--- src/hdl/mtep_pkg.sv ---
// ----------------------------------------------------------------------------
// MIDI track event parser package
// Shared types, status codes and the byte classification helper.
// ----------------------------------------------------------------------------
package mtep_pkg;

  localparam int ValueWidth = 28;
  localparam int QueueDepth = 2;

  localparam logic [7:0] STATUS_NONE      = 8'h00;
  localparam logic [7:0] STATUS_SYSEX     = 8'hF0;
  localparam logic [7:0] STATUS_SYSEX_ESC = 8'hF7;
  localparam logic [7:0] STATUS_META      = 8'hFF;
  localparam logic [7:0] STATUS_ONE_LO    = 8'hC0;
  localparam logic [7:0] STATUS_ONE_HI    = 8'hDF;
  localparam logic [7:0] STATUS_SYS_LO    = 8'hF0;

  typedef enum logic [2:0] {
    BC_DATA,
    BC_CHANNEL,
    BC_SYSEX,
    BC_META,
    BC_UNDEF
  } byte_class_t;

  typedef enum logic [3:0] {
    PH_DELTA     = 4'd0,
    PH_STATUS    = 4'd1,
    PH_DATA      = 4'd2,
    PH_DATA_RUN  = 4'd3,
    PH_META_TYPE = 4'd4,
    PH_LEN       = 4'd5,
    PH_SKIP      = 4'd6
  } phase_t;

  typedef enum logic [1:0] {
    KIND_CHANNEL = 2'd0,
    KIND_SYSEX   = 2'd1,
    KIND_META    = 2'd2,
    KIND_ERROR   = 2'd3
  } kind_t;

  typedef enum logic [1:0] {
    ERR_NONE         = 2'd0,
    ERR_NO_RUNNING   = 2'd1,
    ERR_UNDEF_STATUS = 2'd2,
    ERR_TOO_LONG     = 2'd3
  } err_t;

  // One classified byte as it travels through the queue.
  typedef struct packed {
    logic [7:0]  data;
    logic        new_track;
    byte_class_t cls;
    logic        one_data;
  } entry_t;

  typedef struct packed {
    kind_t                 kind;
    logic [ValueWidth-1:0] delta;
    logic [7:0]            status;
    logic [6:0]            first_data;
    logic [6:0]            second_data;
    logic [1:0]            count;
    logic                  used_running;
    logic [6:0]            meta_kind;
    logic [ValueWidth-1:0] plen;
    err_t                  err;
  } record_t;

  // Program change and channel pressure carry a single data byte.
  function automatic logic is_one_data(input logic [7:0] st);
    return (st >= STATUS_ONE_LO) && (st <= STATUS_ONE_HI);
  endfunction

endpackage

--- src/hdl/midi_track_event_parser.sv ---
// ----------------------------------------------------------------------------
// MIDI track event parser
// Decodes track chunk bytes into channel, sysex, meta and error records.
//
//   channel  direction  handshake             payload
//   input    in         in_valid / in_ready   data_byte, new_track
//   output   out        out_valid / out_ready event_kind .. error_code
//
// One byte is taken every cycle while the output side keeps up; the rate is
// set by the parser state update in the back end. An accepted byte is
// written into the queue and parsed when the back end pops it, and a record
// that it completes is registered in the result slot.
// The two-entry queue lets the input run on while a record waits.
// Reset clears the queue, the parser state and the result slot at once.
// ----------------------------------------------------------------------------
module midi_track_event_parser
  import mtep_pkg::*;
#(
  parameter int MAX_VLQ_BYTES = 4
) (
  input  logic        clk,
  input  logic        rst,
  input  logic        in_valid,
  output logic        in_ready,
  input  logic [7:0]  data_byte,
  input  logic        new_track,
  output logic        out_valid,
  input  logic        out_ready,
  output logic [1:0]  event_kind,
  output logic [27:0] delta_ticks,
  output logic [7:0]  status_byte,
  output logic [6:0]  first_data,
  output logic [6:0]  second_data,
  output logic [1:0]  data_count,
  output logic        used_running,
  output logic [6:0]  meta_kind,
  output logic [27:0] payload_length,
  output logic [1:0]  error_code
);

  entry_t  entry;
  entry_t  head;
  logic    q_valid;
  logic    q_pop;
  record_t rec;

  mtep_front u_front (
    .data_byte (data_byte),
    .new_track (new_track),
    .entry     (entry)
  );

  mtep_queue u_queue (
    .clk        (clk),
    .rst        (rst),
    .push       (in_valid && in_ready),
    .push_entry (entry),
    .not_full   (in_ready),
    .pop        (q_pop),
    .not_empty  (q_valid),
    .head       (head)
  );

  mtep_back #(
    .MAX_VLQ_BYTES (MAX_VLQ_BYTES)
  ) u_back (
    .clk       (clk),
    .rst       (rst),
    .q_valid   (q_valid),
    .q_head    (head),
    .q_pop     (q_pop),
    .out_valid (out_valid),
    .out_ready (out_ready),
    .out_rec   (rec)
  );

  assign event_kind     = rec.kind;
  assign delta_ticks    = rec.delta;
  assign status_byte    = rec.status;
  assign first_data     = rec.first_data;
  assign second_data    = rec.second_data;
  assign data_count     = rec.count;
  assign used_running   = rec.used_running;
  assign meta_kind      = rec.meta_kind;
  assign payload_length = rec.plen;
  assign error_code     = rec.err;

endmodule

--- src/hdl/mtep_front.sv ---
// ----------------------------------------------------------------------------
// MIDI track event parser front end
// Classifies each incoming byte by status range before it is queued.
// ----------------------------------------------------------------------------
module mtep_front
  import mtep_pkg::*;
(
  input  logic [7:0] data_byte,
  input  logic       new_track,
  output entry_t     entry
);

  byte_class_t cls;

  always_comb begin
    if (!data_byte[7]) begin
      cls = BC_DATA;
    end else if (data_byte < STATUS_SYS_LO) begin
      cls = BC_CHANNEL;
    end else if (data_byte == STATUS_SYSEX || data_byte == STATUS_SYSEX_ESC) begin
      cls = BC_SYSEX;
    end else if (data_byte == STATUS_META) begin
      cls = BC_META;
    end else begin
      cls = BC_UNDEF;
    end
  end

  assign entry.data      = data_byte;
  assign entry.new_track = new_track;
  assign entry.cls       = cls;
  assign entry.one_data  = is_one_data(data_byte);

endmodule

--- src/hdl/mtep_queue.sv ---
// ----------------------------------------------------------------------------
// MIDI track event parser queue
// Two-entry queue between the classifier and the parser.
// ----------------------------------------------------------------------------
module mtep_queue
  import mtep_pkg::*;
(
  input  logic   clk,
  input  logic   rst,
  input  logic   push,
  input  entry_t push_entry,
  output logic   not_full,
  input  logic   pop,
  output logic   not_empty,
  output entry_t head
);

  localparam int PtrWidth = $clog2(QueueDepth);
  localparam int CntWidth = $clog2(QueueDepth + 1);

  entry_t              mem [QueueDepth];
  logic [PtrWidth-1:0] wr_ptr;
  logic [PtrWidth-1:0] rd_ptr;
  logic [CntWidth-1:0] count;

  assign not_full  = (count != CntWidth'(QueueDepth));
  assign not_empty = (count != '0);
  assign head      = mem[rd_ptr];

  always_ff @(posedge clk) begin
    if (push) begin
      mem[wr_ptr] <= push_entry;
    end
  end

  always_ff @(posedge clk) begin
    if (rst) begin
      wr_ptr <= '0;
      rd_ptr <= '0;
      count  <= '0;
    end else begin
      if (push) begin
        wr_ptr <= (wr_ptr == PtrWidth'(QueueDepth - 1)) ? '0 : wr_ptr + 1'b1;
      end
      if (pop) begin
        rd_ptr <= (rd_ptr == PtrWidth'(QueueDepth - 1)) ? '0 : rd_ptr + 1'b1;
      end
      case ({push, pop})
        2'b10:   count <= count + 1'b1;
        2'b01:   count <= count - 1'b1;
        default: count <= count;
      endcase
    end
  end

endmodule

--- src/hdl/mtep_back.sv ---
// ----------------------------------------------------------------------------
// MIDI track event parser back end
// Event state machine with running status, length decoding and payload
// skipping, feeding a registered result slot.
// ----------------------------------------------------------------------------
module mtep_back
  import mtep_pkg::*;
#(
  parameter int MAX_VLQ_BYTES = 4
) (
  input  logic    clk,
  input  logic    rst,
  input  logic    q_valid,
  input  entry_t  q_head,
  output logic    q_pop,
  output logic    out_valid,
  input  logic    out_ready,
  output record_t out_rec
);

  localparam int CntWidth = $clog2(MAX_VLQ_BYTES + 1);

  phase_t                phase, phase_next;
  logic [ValueWidth-1:0] acc, acc_next;
  logic [CntWidth-1:0]   cnt, cnt_next;
  logic [ValueWidth-1:0] latched_delta, latched_delta_next;
  logic [7:0]            running, running_next;
  logic [7:0]            cur_status, cur_status_next;
  logic [6:0]            held_first, held_first_next;
  logic [1:0]            left, left_next;
  logic [ValueWidth-1:0] skip, skip_next;
  logic [6:0]            held_meta, held_meta_next;
  logic                  out_valid_next;
  record_t               out_rec_next;

  always_ff @(posedge clk) begin
    if (rst) begin
      phase         <= PH_DELTA;
      acc           <= '0;
      cnt           <= '0;
      latched_delta <= '0;
      running       <= STATUS_NONE;
      cur_status    <= STATUS_NONE;
      held_first    <= '0;
      left          <= '0;
      skip          <= '0;
      held_meta     <= '0;
      out_valid     <= 1'b0;
    end else begin
      phase         <= phase_next;
      acc           <= acc_next;
      cnt           <= cnt_next;
      latched_delta <= latched_delta_next;
      running       <= running_next;
      cur_status    <= cur_status_next;
      held_first    <= held_first_next;
      left          <= left_next;
      skip          <= skip_next;
      held_meta     <= held_meta_next;
      out_valid     <= out_valid_next;
    end
  end

  always_ff @(posedge clk) begin
    out_rec <= out_rec_next;
  end

  always_comb begin
    phase_t                ph;
    logic [ValueWidth-1:0] acc_eff;
    logic [CntWidth-1:0]   cnt_eff;
    logic [ValueWidth-1:0] acc_take;
    logic [CntWidth-1:0]   cnt_take;
    logic                  vlq_done;
    logic                  vlq_long;
    logic [6:0]            d;
    logic                  emit;
    logic                  is_meta;
    record_t               r;

    // A result can be produced only when the output slot is free or draining.
    q_pop = q_valid && (!out_valid || out_ready);

    phase_next         = phase;
    acc_next           = acc;
    cnt_next           = cnt;
    latched_delta_next = latched_delta;
    running_next       = running;
    cur_status_next    = cur_status;
    held_first_next    = held_first;
    left_next          = left;
    skip_next          = skip;
    held_meta_next     = held_meta;
    out_valid_next     = out_valid && !out_ready;
    out_rec_next       = out_rec;

    ph      = phase;
    acc_eff = acc;
    cnt_eff = cnt;
    if (q_pop && q_head.new_track) begin
      ph           = PH_DELTA;
      acc_eff      = '0;
      cnt_eff      = '0;
      running_next = STATUS_NONE;
    end
    acc_take = {acc_eff[ValueWidth-8:0], q_head.data[6:0]};
    cnt_take = cnt_eff + 1'b1;
    vlq_done = !q_head.data[7];
    vlq_long = (cnt_take >= CntWidth'(MAX_VLQ_BYTES));
    d        = q_head.data[6:0];
    is_meta  = (cur_status == STATUS_META);
    emit     = 1'b0;

    r              = '0;
    r.kind         = KIND_ERROR;
    r.err          = ERR_NONE;
    r.delta        = latched_delta;

    if (q_pop) begin
      phase_next = ph;
      acc_next   = acc_eff;
      cnt_next   = cnt_eff;

      case (ph)
        PH_STATUS: begin
          case (q_head.cls)
            BC_DATA: begin
              if (running_next == STATUS_NONE) begin
                emit       = 1'b1;
                r.err      = ERR_NO_RUNNING;
                phase_next = PH_DELTA;
                acc_next   = '0;
                cnt_next   = '0;
              end else begin
                cur_status_next = running_next;
                if (is_one_data(running_next)) begin
                  emit           = 1'b1;
                  r.kind         = KIND_CHANNEL;
                  r.status       = running_next;
                  r.first_data   = d;
                  r.count        = 2'd1;
                  r.used_running = 1'b1;
                  phase_next     = PH_DELTA;
                  acc_next       = '0;
                  cnt_next       = '0;
                end else begin
                  held_first_next = d;
                  left_next       = 2'd1;
                  phase_next      = PH_DATA_RUN;
                end
              end
            end
            BC_CHANNEL: begin
              running_next    = q_head.data;
              cur_status_next = q_head.data;
              left_next       = q_head.one_data ? 2'd1 : 2'd2;
              held_first_next = '0;
              phase_next      = PH_DATA;
            end
            BC_SYSEX: begin
              running_next    = STATUS_NONE;
              cur_status_next = q_head.data;
              held_meta_next  = '0;
              acc_next        = '0;
              cnt_next        = '0;
              phase_next      = PH_LEN;
            end
            BC_META: begin
              running_next    = STATUS_NONE;
              cur_status_next = q_head.data;
              phase_next      = PH_META_TYPE;
            end
            default: begin
              emit       = 1'b1;
              r.status   = q_head.data;
              r.err      = ERR_UNDEF_STATUS;
              phase_next = PH_DELTA;
              acc_next   = '0;
              cnt_next   = '0;
            end
          endcase
        end

        PH_DATA, PH_DATA_RUN: begin
          if (left >= 2'd2) begin
            held_first_next = d;
            left_next       = 2'd1;
          end else begin
            emit           = 1'b1;
            r.kind         = KIND_CHANNEL;
            r.status       = cur_status;
            r.used_running = (ph == PH_DATA_RUN);
            if (is_one_data(cur_status)) begin
              r.first_data = d;
              r.count      = 2'd1;
            end else begin
              r.first_data  = held_first;
              r.second_data = d;
              r.count       = 2'd2;
            end
            left_next  = '0;
            phase_next = PH_DELTA;
            acc_next   = '0;
            cnt_next   = '0;
          end
        end

        PH_META_TYPE: begin
          held_meta_next = d;
          acc_next       = '0;
          cnt_next       = '0;
          phase_next     = PH_LEN;
        end

        PH_LEN: begin
          acc_next = acc_take;
          cnt_next = cnt_take;
          if (vlq_done) begin
            skip_next = acc_take;
            if (acc_take == '0) begin
              emit        = 1'b1;
              r.kind      = is_meta ? KIND_META : KIND_SYSEX;
              r.status    = cur_status;
              r.meta_kind = is_meta ? held_meta : '0;
              r.plen      = acc_take;
              phase_next  = PH_DELTA;
              acc_next    = '0;
              cnt_next    = '0;
            end else begin
              phase_next = PH_SKIP;
            end
          end else if (vlq_long) begin
            emit       = 1'b1;
            r.err      = ERR_TOO_LONG;
            phase_next = PH_DELTA;
            acc_next   = '0;
            cnt_next   = '0;
          end
        end

        PH_SKIP: begin
          skip_next = skip - 1'b1;
          if (skip == ValueWidth'(1)) begin
            emit        = 1'b1;
            r.kind      = is_meta ? KIND_META : KIND_SYSEX;
            r.status    = cur_status;
            r.meta_kind = is_meta ? held_meta : '0;
            r.plen      = acc_eff;
            phase_next  = PH_DELTA;
            acc_next    = '0;
            cnt_next    = '0;
          end
        end

        // Delta time, and any unused phase code.
        default: begin
          acc_next = acc_take;
          cnt_next = cnt_take;
          if (vlq_done) begin
            latched_delta_next = acc_take;
            acc_next           = '0;
            cnt_next           = '0;
            phase_next         = PH_STATUS;
          end else if (vlq_long) begin
            emit       = 1'b1;
            r.delta    = acc_take;
            r.err      = ERR_TOO_LONG;
            phase_next = PH_DELTA;
            acc_next   = '0;
            cnt_next   = '0;
          end else begin
            phase_next = PH_DELTA;
          end
        end
      endcase

      if (emit) begin
        out_valid_next = 1'b1;
        out_rec_next   = r;
      end
    end
  end

endmodule

--- config.mk ---
export PLATFORM = sky130hd
export DESIGN_NAME = midi_track_event_parser
export DESIGN_NICKNAME = d
export VERILOG_FILES = /design/src/hdl/mtep_pkg.sv /design/src/hdl/midi_track_event_parser.sv /design/src/hdl/mtep_front.sv /design/src/hdl/mtep_queue.sv /design/src/hdl/mtep_back.sv
export SDC_FILE = /design/constraint.sdc
export NUM_CORES = 1
export LEC_CHECK = 0
export BUFFER_PORTS_ARGS = -buffer_cell sky130_fd_sc_hd__buf_2
export CAP_MARGIN = 30
export CORE_MARGIN = 2
export CORE_UTILIZATION = 40
export DETAILED_ROUTE_END_ITERATION = 16
export RECOVER_POWER = 50
export SLEW_MARGIN = 0
export SYNTH_ARGS = -nofsm -noshare
export SYNTH_HDL_FRONTEND = slang
export SYNTH_HIERARCHICAL = 1
export SYNTH_SLANG_ARGS = --single-unit
--- constraint.sdc ---
create_clock -name clk -period 7.7 [get_ports clk]
set_clock_uncertainty 0.2 [all_clocks]
set_input_delay 0.77 -clock clk [delete_from_list [all_inputs] [get_ports clk]]
set_output_delay 0.77 -clock clk [all_outputs]
set_load 0.05 [all_outputs]
-- Word level (Yosys, flattened, before mapping)
Memory sizes are Yosys's and may differ from the RTL's. A register that Yosys moved wholly into a read port is not among the register bits.
Cells that the tools add are included.
- add/sub/neg operators: 6
- multiply operators: 0
- div/mod/pow operators: 0
- magnitude comparators: 9
- equal/unequal tests: 24
- shifts and indexed selects: 0
- muxes and demuxes: 117
- bitwise operators: 3
- reduce and logical (&&, ||, !) cells: 34
- operators by type and width (kind ; number):
    $mux W28 ; 13
    $pmux W28 S5 ; 1
    $pmux W28 S2 ; 2
    $mux W35 ; 3
    $pmux W35 S2 ; 1
    $mux W7 ; 8
    $mux W8 ; 7
    $pmux W7 S2 ; 4
    $mux W3 ; 16
    $pmux W8 S2 ; 3
    $eq A8 B8 Y1 const B ; 4
    $mux W2 ; 16
    $pmux W8 S4 ; 1
    $mux W15 ; 2
    $eq A28 B1 Y1 const B ; 1
    $logic_not A28 Y1 ; 1
    $sub A28 B1 Y28 const B ; 1
    $mux W25 ; 1
    $ge A8 B8 Y1 const B ; 3
    $le A8 B8 Y1 const B ; 3
    $mux W4 ; 6
    $mux W1 ; 20
    $pmux W2 S2 ; 5
    $pmux W4 S5 ; 1
    39 further kinds ; 70
- flip-flop bits (word level): 220
- bits in latches: 0
- bits in writable memories: 26
- memory bits (read-only): 0
- input port bits: 13
- output and inout bits: 94
- word-level logic and storage cells: 218
- memories: 1
- memories (name ; words ; bits a word ; rd ports ; clocked after memory_dff ; write ports ; line ; text):
    u_queue.mem ; 2 ; 13 ; 1 ; 1 ; 1 ; mtep_queue.sv:21 ; entry_t mem [QueueDepth];

-- Depth between registers and ports, before layout
Gate-level depths: netlist of run 1.
- depth in word-level cells: 14
- mapped depth: 13
- mapped depth without buffers: 10

-- Modules after synthesis
Netlist of run 1, hierarchy kept.
- modules (own cells, without submodules) (module ; instances ; cells each ; area each (µm²) ; sequential area each (µm²)):
    mtep_back ; 1 ; 1004 ; 9660.5 ; 5225.0
    mtep_queue ; 1 ; 62 ; 1137.3 ; 880.8
    mtep_front ; 1 ; 18 ; 128.9 ; 0.0
    midi_track_event_parser ; 1 ; 1 ; 6.3 ; 0.0

-- Least setup slack after synthesis of run 1
No wires, ideal clock.
- kind: register to register
- start point: reg (tool-made name)
- end point: reg u_back/out_rec[0] (netlist name), enable pin
- setup time: 458 ps
- arrival time: 4759 ps
- data required time: 7042 ps
- setup slack: 2283 ps
- stages on the path, launching flop included: 13
- buffers on the path: 3
- period minus slack after synthesis: 5417 ps
- cells stage by stage: dfxtp_1 -> buf_2 -> mux2_1 -> and2_1 -> nand2_1 -> clkbuf_1 -> and2_1 -> ha_1 -> xor2_1 -> buf_2 -> nor3b_1 -> o21bai_1 -> o21a_1
- RTL lines (what ; line ; text):
    end signal, assigned ; mtep_back.sv:65 ; out_rec <= out_rec_next;
    end, declared ; mtep_back.sv:18 ; output record_t out_rec

==> metrics.csv, run 1 <==
metric;value;unit
hold_buffers;0;
ios;107;
num-fill-cells;2615;
track_usage;19.2;%
worst-path-max-fanout;57;
synth_edf_count;118;
post_cts_resized;0;
cp.depth;9;
synthCells;1085;
async_flop_share;0;%
cp-end-kind;flip-flop;
totalWireLength;27800;um
dieWidth;169;um
instances_no_fill;1516;
p_per_area;341;nW/um2
ant_nets;0;
worstPathCellList;mux2_1 -> and2_0 -> nand2_1 -> clkbuf_1 -> o21ai_0 -> nand3_1 -> nand3_2 -> o21a_4 -> buf_4;
grt_max_degree;62;
cap_violations;5;
slowest_delay;1.46;ns
startpoint_type;flip-flop;
num_vias;8562;
maxSlewHeadroom;-88.6;%
holdWs;0.253;ns
ys.flop_type;dfxtp_1;
worst_pin_slew;2.83;ns
yosysUniqueCellTypes;78;
yosysSeqAreaShare;55.8;%
fmax;173;MHz
start_util;40.7;%
cts_tree;built;
area_delta_synth_final;14.2;%
ys_ff_latch;246;
finalPower;4.25;mW
min_path_cells;2;
gp_congestion;0.876;
ir_drop;0.157;mV
grt_pass1_wl;44200;um
ys_warn_count;6;
cts_max_level;1;
critPathBufInv;2;
die_h;169;um
rsz0062_at_grt;false;
drive_above_1_share;8.09;%
post_cts_buffers;0;
syn-num-nets;1102;
setup_violations;0;
hold_viol;0;
finalCriticalPeriod;5.79;ns
finalCritPeriodShare;75.2;%
antenna_found_initial;0;
grt_pass1_vias;7935;
dp_cells;1464;
failed_checks;capacitance limit, slew limit;
nets;1170;
tns;0;ns
syn_area;10900;um2
crit_arrival;5.84;ns
mostFrequentLayoutCells;nand2_1, dfxtp_1, edfxtp_1;
first_iter_violations;765;
leakage;4.10;nW
drc;0;
dpl_cell_area;11700;um2
path_clk_slew;0.06;ns
num_antenna_cells;0;
core_area;26900;um2
r2r.worst_path.cells;9;
post-dp-hpwl;18500;um
numPortBuffers;106;
slew_viol_final;198;
vias_per_cell;5.65;
cts_buffer_depth;3;
cpMaxStageDelayCell;clkbuf_1;
die-area;28700;um2
wl_per_cell;18.4;um
required;7.75;ns
hold_class;flip-flop to flip-flop;
path_class;flip-flop to flip-flop;
layout_commonest_cell;nand2_1;
tritoncts.num_buffers;28;
syn_area_per_cell;10.1;um2
fin_area;12500;um2
outcome;complete, but fails checks;
dr.pass1.iters;5;
grt_overflow_total;0;
cts_root_buf;clkbuf_16;
critical_path.top_delay_family;buffers and inverters;
cts.sinks;246;
rows;60;
worstSkewPairLatency;0.55;ns
## routing by layer
metal  wire length (um)  track usage [%]  share of wire [%]
met5                  0                0                  0
met4                550             5.05                2.0
met3               1630             2.73                5.9
met2              12600             29.6                 45
met1              13000             28.2                 47
## cell usage after synthesis (4+ instances only)
cell type / instances / share of area (%)
a211oi_1: 18 / 1.2
buf_4: 9 / 0.62
a21oi_1: 76 / 3.5
a22oi_1: 13 / 0.89
and2_1: 21 / 1.2
nand3_1: 38 / 1.7
or3_1: 5 / 0.29
mux2_1: 10 / 1.0
nor3_1: 22 / 1.0
inv_1: 10 / 0.34
o21ai_0: 62 / 2.8
nand2_1: 141 / 4.8
edfxtp_1: 118 / 32
nand2b_1: 5 / 0.29
o2bb2ai_1: 16 / 1.3
a31oi_1: 12 / 0.69
a32oi_1: 8 / 0.64
o22ai_1: 7 / 0.40
a21o_1: 5 / 0.34
clkbuf_1: 53 / 1.8
a221o_1: 6 / 0.55
mux2_2: 4 / 0.41
nor2b_1: 4 / 0.23
a32o_1: 5 / 0.46
mux2i_1: 7 / 0.64
a22o_1: 17 / 1.4
o21a_1: 4 / 0.27
ha_1: 4 / 0.46
and3_1: 15 / 0.86
nor2_1: 100 / 3.4
o21ai_1: 13 / 0.60
nand4_1: 13 / 0.74
mux2_4: 7 / 0.96
nor4_1: 17 / 0.97
dfxtp_1: 128 / 23
o21bai_1: 5 / 0.34
and4_1: 4 / 0.32
buf_2: 18 / 0.82
## flip-flops by register name (all words and copies together), names as in the netlist, named ones only
| register | cells |
|---|---|
| u_queue/count | 2 |
| u_queue/mem | 26 |
| u_queue/rd_ptr | 1 |
| u_back/running | 8 |
| u_back/cnt | 3 |
| u_back/out_rec | 92 |
| u_back/left | 1 |
| u_back/held_first | 7 |
| u_back/latched_delta | 28 |
| u_back/phase | 4 |
| u_back/held_meta | 7 |
| u_back/acc | 28 |
| u_back/out_valid | 1 |
| u_back/cur_status | 8 |
| u_queue/wr_ptr | 1 |
| u_back/skip | 28 |
## power by group
group | internal [mW] | switching (mW)
sequential | 1.54 | 0.0867
combinational | 0.301 | 0.932
clock | 0.862 | 0.527
## worst paths after layout
kind | start | endpoint | slack [ns]
max | flip-flop | u_back/out_rec[50]$_DFFE_PP_ | 1.91
min | u_back/latched_delta[20]$_SDFFE_PP0P_ | u_back/latched_delta[20]$_SDFFE_PP0P_ | 0.25
max reg2reg | flip-flop | u_back/out_rec[50]$_DFFE_PP_ | 1.91
min reg2reg | u_back/latched_delta[20]$_SDFFE_PP0P_ | u_back/latched_delta[20]$_SDFFE_PP0P_ | 0.25
## cells by family after synthesis
kind of cell,share of synthesized area [%]
flip-flops,55.8
adder cells (fa/ha/maj),0.458
XOR/XNOR,0.481
multiplexers,3.04
buffers and inverters,3.85
AO/OA/AOI/OAI,17.8
AND/OR/NAND/NOR,18.5
## worst reg2reg max path: stages, from the launching register on
cell,delay (ns)
dfxtp_1,0.69
mux2_1,0.43
and2_0,0.25
nand2_1,0.62
clkbuf_1,1.46
o21ai_0,0.37
nand3_1,0.25
nand3_2,0.25
o21a_4,0.53
buf_4,0.42
## metrics by stage
step / util [%] / setup slack, ns
5_1_grt: 46.4 / 1.42
3_3_place_gp: 43.2 / 2.97
4_1_cts: 47.1 / 2.77
6_report: 46.4 / 1.91
3_5_place_dp: 43.5 / 2.79
2_1_floorplan: - / 2.28
## area by class of cell
type	instances	area (um2)	share of cell area, %
multi-input combinational	746	4420	35.4
timing repair buffer	120	515	4.13
clock buffer	40	807	6.46
tap	341	427	3.42
clock inverter	12	171	1.37
sequential	246	6110	48.9
inverter	11	41.3	0.331
Power figures use the tool's default switching activity.
==> run 2: changes to the inputs <==
==> constraint.sdc (replaced) <==
create_clock -name clk -period 5.4 [get_ports clk]
set_clock_uncertainty 0.2 [all_clocks]
set_input_delay 0.54 -clock clk [delete_from_list [all_inputs] [get_ports clk]]
set_output_delay 0.54 -clock clk [all_outputs]
set_load 0.05 [all_outputs]
==> run 2 against run 1 <==
Against the previous run:
- highest routed layer unchanged
- count of clock-buffer cells in the layout stayed put
- critical endpoint is now u_back/skip[13]$_SDFFE_PP0P_
- clock power grew 31%
- first-iteration DRC count rose by 1.3%
- routed wire length grew 1.4%
- non-clock buffer count rose by 3
- the flow still finishes with violations (capacitance limit, slew limit)
- via count about the same
- setup slack worse by 0.86 ns
- cell count fell by 0.13%
- register-to-register slack worse by 0.86 ns
==> metrics.csv, run 2 (same netlist as run 1, synthesis figures left out) <==
metric;value;unit;change
outcome;complete, but fails checks;;unchanged
failed_checks;capacitance limit, slew limit;;unchanged
first_iter_violations;775;;was 765
antenna_found_initial;0;;unchanged
post-dp-hpwl;18600;um;was 18500 um
post_cts_buffers;0;;unchanged
num_vias;8554;;was 8562
vias_per_cell;5.65;;about the same
crit_arrival;4.55;ns;was 5.84 ns
dp_cells;1466;;was 1464
cts_buffer_depth;3;;unchanged
startpoint_type;flip-flop;;unchanged
gp_congestion;0.834;;was 0.876
dieWidth;169;um;unchanged
rows;60;;unchanged
cap_violations;3;;was 5
cts_tree;built;;unchanged
nets;1171;;was 1170
cts_root_buf;clkbuf_16;;unchanged
drive_above_1_share;8.01;%;was 8.09%
dr.pass1.iters;5;;unchanged
num_antenna_cells;0;;unchanged
finalPower;5.91;mW;was 4.25 mW
grt_pass1_wl;44400;um;was 44200 um
worst_pin_slew;2.27;ns;was 2.83 ns
num-fill-cells;2594;;was 2615
switching_power;2.18;mW;was 1.55 mW
maxSlewHeadroom;-51.2;%;was -88.6%
grt_overflow_total;0;;unchanged
p_per_area;476;nW/um2;was 341 nW/um2
layout_commonest_cell;nand2_1;;unchanged
setup_violations;0;;unchanged
grt_max_degree;57;;was 62
die_h;169;um;unchanged
wl_per_cell;18.6;um;was 18.4 um
worstSkewPairLatency;0.54;ns;was 0.55 ns
required;5.59;ns;was 7.75 ns
numPortBuffers;106;;unchanged
seq_power_share;39.2;%;was 38.3%
hold_viol;0;;unchanged
die-area;28700;um2;unchanged
ant_nets;0;;unchanged
finalCriticalPeriod;4.35;ns;was 5.79 ns
mostFrequentLayoutCells;nand2_1, dfxtp_1, edfxtp_1;;unchanged
start_util;40.7;%;unchanged
internal-power;3.72;mW;was 2.71 mW
fin_area;12400;um2;was 12500 um2
rsz0062_at_grt;false;;unchanged
tritoncts.num_buffers;26;;was 28
area_delta_synth_final;13.5;%;was 14.2%
core_area;26900;um2;unchanged
holdWs;0.0810;ns;was 0.253 ns
largest_reg_flops;92;;unchanged
slew_viol_final;74;;was 198
leakage;4.06;nW;was 4.10 nW
track_usage;19.3;%;was 19.2%
path_clk_slew;0.06;ns;about the same
tns;0;ns;unchanged
top_register;u_back/out_rec;;unchanged
cp-end-kind;flip-flop;;unchanged
cts_max_level;1;;unchanged
instances_no_fill;1514;;was 1516
post_cts_resized;0;;unchanged
worst-path-max-fanout;25;;was 57
drc;0;;unchanged
switching_share;36.9;%;was 36.4%
clockPowerShare;30.8;%;was 32.7%
totalWireLength;28200;um;was 27800 um
hold_class;input port to flip-flop;;was flip-flop to flip-flop
pwr-share-comb;29.9;%;was 29.0%
grt_pass1_vias;8075;;was 7935
finalCritPeriodShare;80.6;%;was 75.2%
ios;107;;unchanged
fmax;230;MHz;was 173 MHz
path_class;flip-flop to flip-flop;;unchanged
dpl_cell_area;11700;um2;about the same
cts.sinks;246;;unchanged
ir_drop;0.201;mV;was 0.157 mV
==> run 2: changes by cell type in the layout (fill, tap and decap cells not counted), moves of 3 or more <==
cell and change:
and2_1 -4, clkbuf_1 -3, clkinv_2 -5, clkbuf_8 +3, and2_0 +4
==> run 2: cell type report <==
| cell class | instances | area (um2) | area share [%] |
|---|---|---|---|
| multi-input cells | 746 | 4400 | 35.5 |
| well taps | 341 | 427 | 3.44 |
| clock buffers | 40 | 795 | 6.40 |
| inverters | 11 | 41.3 | 0.333 |
| flip-flops and latches | 246 | 6110 | 49.2 |
| clock inverters | 7 | 90.1 | 0.726 |
| repair buffers | 123 | 551 | 4.44 |
==> run 2: final timing paths <==
path,startpoint,endpoint,slack (ns),cells past startpoint
setup / recovery,flip-flop,u_back/skip[13]$_SDFFE_PP0P_,1.05,8
hold / removal,data_byte[3],u_queue/mem[1][8]$_DFFE_PP_,0.08,1
setup reg to reg,flip-flop,u_back/skip[13]$_SDFFE_PP0P_,1.05,8
hold reg to reg,u_back/latched_delta[14]$_SDFFE_PP0P_,u_back/latched_delta[14]$_SDFFE_PP0P_,0.25,2
==> run 2: power by group through the flow <==
stage / clock (mW) / combinational [mW] / sequential [mW]
2_1_floorplan: 0 / 1.05 / 2.62
3_3_place_gp: 0 / 1.75 / 2.35
3_5_place_dp: 0 / 1.79 / 2.35
4_1_cts: 1.86 / 1.80 / 2.31
5_1_grt: 1.93 / 1.91 / 2.34
6_report: 1.82 / 1.77 / 2.32
==> run 2: routing by layer <==
| layer | GRT usage, % | share of wire (%) | vias to the layer above |
|---|---|---|---|
| met5 | 0 | 0 | - |
| met1 | 28.0 | 47 | 4099 |
| met4 | 5.50 | 2.0 | 0 |
| met3 | 2.92 | 6.2 | 37 |
| li1 | - | - | 4139 |
| met2 | 30.0 | 45 | 279 |
==> run 2: stage by stage <==
step | utilization [%] | worst slack, ns
2_1_floorplan | - | 0.910
6_report | 46.2 | 1.05
5_1_grt | 46.2 | 0.684
3_3_place_gp | 43.3 | 1.63
4_1_cts | 46.8 | 1.55
3_5_place_dp | 43.5 | 1.53
==> run 2: what timing repair did <==
| action | CTS | global route |
|---|---|---|
| hold buffers | 1 | 0 |
| endpoints found under the setup margin | 0 | 0 |
| hold endpoints to repair | 2 | 0 |
==> run 2: critical path: stages (launching register included) <==
cell and delay, ns:
dfxtp_1 0.34, buf_4 0.22, mux2_1 0.74, o21ai_0 0.38, nor3b_1 1.49, buf_4 0.44
o21ai_0 0.12, a22oi_1 0.19, nor2_1 0.06
==> run 3: changes to the inputs <==
==> constraint.sdc (replaced) <==
create_clock -name clk -period 3.7 [get_ports clk]
set_clock_uncertainty 0.2 [all_clocks]
set_input_delay 0.37 -clock clk [delete_from_list [all_inputs] [get_ports clk]]
set_output_delay 0.37 -clock clk [all_outputs]
set_load 0.05 [all_outputs]
==> run 3 against run 2 <==
Against the previous run:
- the run now ends clean
- sequential share of layout area shrank 0.58 points
- worst hold slack improved by 0.030 ns
- first-iteration DRC count is 7.2% higher
- non-clock buffer count up 27
- utilization is 0.55 points higher
- combinational power is 51% higher
- critical path depth unchanged
- total power up 45%
==> metrics.csv, run 3 (same netlist as run 1, synthesis figures left out) <==
metric;value;unit;change
outcome;finished clean;;was complete, but fails checks
drc;0;;unchanged
slowest_delay;0.54;ns;was 1.49 ns
finalCritPeriodShare;92.3;%;was 80.6%
ir_drop;0.507;mV;was 0.201 mV
antenna_found_initial;0;;unchanged
num_antenna_cells;0;;unchanged
worstSkewPairLatency;0.54;ns;about the same
cp-end-kind;flip-flop;;unchanged
grt_pass1_vias;7959;;was 8075
rr_endpoint;u_back/out_rec[70]$_DFFE_PP_;;was u_back/skip[13]$_SDFFE_PP0P_
setup_violations;0;;unchanged
vias_per_cell;5.64;;was 5.65
tns;0;ns;unchanged
start_util;40.7;%;unchanged
finalPower;8.56;mW;was 5.91 mW
post-dp-hpwl;18800;um;was 18600 um
numPortBuffers;106;;unchanged
finalCriticalPeriod;3.41;ns;was 4.35 ns
core_area;26900;um2;unchanged
required;3.71;ns;was 5.59 ns
die_h;169;um;unchanged
cts_max_level;1;;unchanged
cpMaxStageDelayCell;or4_1;;was nor3b_1
worst-path-max-fanout;36;;was 25
path_class;flip-flop to flip-flop;;unchanged
grt_overflow_total;0;;unchanged
grt_pass1_wl;44700;um;was 44400 um
layout_commonest_cell;nand2_1;;unchanged
critPathBufInv;2;;unchanged
path_clk_slew;0.06;ns;about the same
gp_congestion;0.858;;was 0.834
worstHoldEndpoint;u_queue/wr_ptr$_SDFFE_PP0P_;;was u_queue/mem[1][8]$_DFFE_PP_
post-route-util;46.7;%;was 46.2%
track_usage;19.4;%;was 19.3%
worstPathCellList;buf_4 -> mux2_2 -> or4_1 -> nor4_2 -> nand3_1 -> nand3_2 -> o21a_4 -> buf_12;;was buf_4 -> mux2_1 -> o21ai_0 -> nor3b_1 -> buf_4 -> o21ai_0 -> a22oi_1 -> nor2_1
tritoncts.num_buffers;26;;unchanged
regToRegSetupSlack;0.29;ns;was 1.05 ns
rows;60;;unchanged
hold_viol;0;;unchanged
area_delta_synth_final;14.9;%;was 13.5%
cts_root_buf;clkbuf_16;;unchanged
r2r.worst_path.cells;8;;unchanged
cts_tree;built;;unchanged
ios;107;;unchanged
startpoint_type;flip-flop;;unchanged
maxSlewHeadroom;5.81;%;was -51.2%
mostFrequentLayoutCells;nand2_1, dfxtp_1, edfxtp_1;;unchanged
wl_per_cell;18.6;um;about the same
top_register;u_back/out_rec;;unchanged
die-area;28700;um2;unchanged
grt_max_degree;65;;was 57
cts.sinks;246;;unchanged
post_cts_resized;0;;unchanged
min_path_cells;4;;was 1
crit_arrival;3.43;ns;was 4.55 ns
totalWireLength;28600;um;was 28200 um
largest_reg_flops;92;;unchanged
leakage;4.16;nW;was 4.06 nW
dieWidth;169;um;unchanged
ant_nets;0;;unchanged
p_per_area;681;nW/um2;was 476 nW/um2
cap_violations;0;;was 3
slew_viol_final;0;;was 74
hp-start;in_valid;;was data_byte[3]
num_vias;8702;;was 8554
first_iter_violations;831;;was 775
hold_class;input port to flip-flop;;unchanged
worst_pin_slew;1.41;ns;was 2.27 ns
drive_above_1_share;9.41;%;was 8.01%
fmax;293;MHz;was 230 MHz
cts_buffer_depth;3;;unchanged
nets;1198;;was 1171
dr.pass1.iters;5;;unchanged
rsz0062_at_grt;false;;unchanged
critical_path.top_delay_family;simple AND/OR/NAND/NOR gates;;unchanged
## run 3: cell types whose count changed in the layout (fill, tap and decap cells not counted), moves of 2 or more
cell / before / now
buf_4: 9 / 27
dlygate4sd3_1: 1 / 9
clkbuf_8: 7 / 2
clkbuf_2: 0 / 4
clkinv_1: 1 / 4
clkinv_2: 2 / 5
buf_8: 2 / 0
nor3b_1: 3 / 1
nor3b_2: 0 / 2
## run 3: routing by layer
metal | GRT usage, % | up-vias | wire length (um)
met3 | 3.08 | 44 | 1870
met5 | 0 | - | 0
li1 | - | 4190 | -
met2 | 30.2 | 273 | 12800
met1 | 28.3 | 4195 | 13300
met4 | 5.20 | 0 | 609
## run 3: worst max-delay path by stage
stage,slack (ns),to,cells after the start
floorplan,0.01,u_back/out_rec[0]$_DFFE_PP_,12
global placement,0.42,u_back/out_rec[20]$_DFFE_PP_,8
detailed placement,0.37,u_back/out_rec[73]$_DFFE_PP_,8
CTS,0.33,u_back/out_rec[9]$_DFFE_PP_,8
global route,0.16,u_back/acc[17]$_SDFFE_PP0N_,8
finish,0.29,u_back/out_rec[70]$_DFFE_PP_,8
## run 3: stage by stage
step | cell area [um2] | instances | setup slack [ns] | hold WS (ns)
final | 12600 | 1542 | 0.285 | 0.111
after global routing | 12600 | 1542 | 0.164 | 0.182
after CTS | 12800 | 1542 | 0.334 | 0.0756
after detailed placement | 11800 | 1485 | 0.372 | 0.249
after global placement | 11800 | 1484 | 0.423 | 0.244
after floorplan | 11000 | 1085 | 0.0120 | 0.235
## run 3: area by class of cell
class	instances	area, um2
clock buffer	35	726
timing repair buffer	150	746
clock inverter	13	103
sequential	246	6110
inverter	11	41.3
multi-input combinational	746	4410
tap	341	427
fill	2622	14300
## run 3: what timing repair did
action | in CTS | in global routing
hold buffers | 9 | 0
setup buffers | 0 | 0
endpoints found under the setup margin | 0 | 0
hold endpoints to repair | 22 | 0
## run 3: worst min-delay path, stage by stage
cell,delay (ns)
buf_2,0.07
and2_0,0.20
xnor2_1,0.08
nor2_1,0.07
## run 3: where the power goes
group          leakage (nW)  switching (mW)  internal (mW)
combinational          1.67            1.99          0.680
sequential             2.09           0.164           3.21
clock                 0.405            1.07           1.45
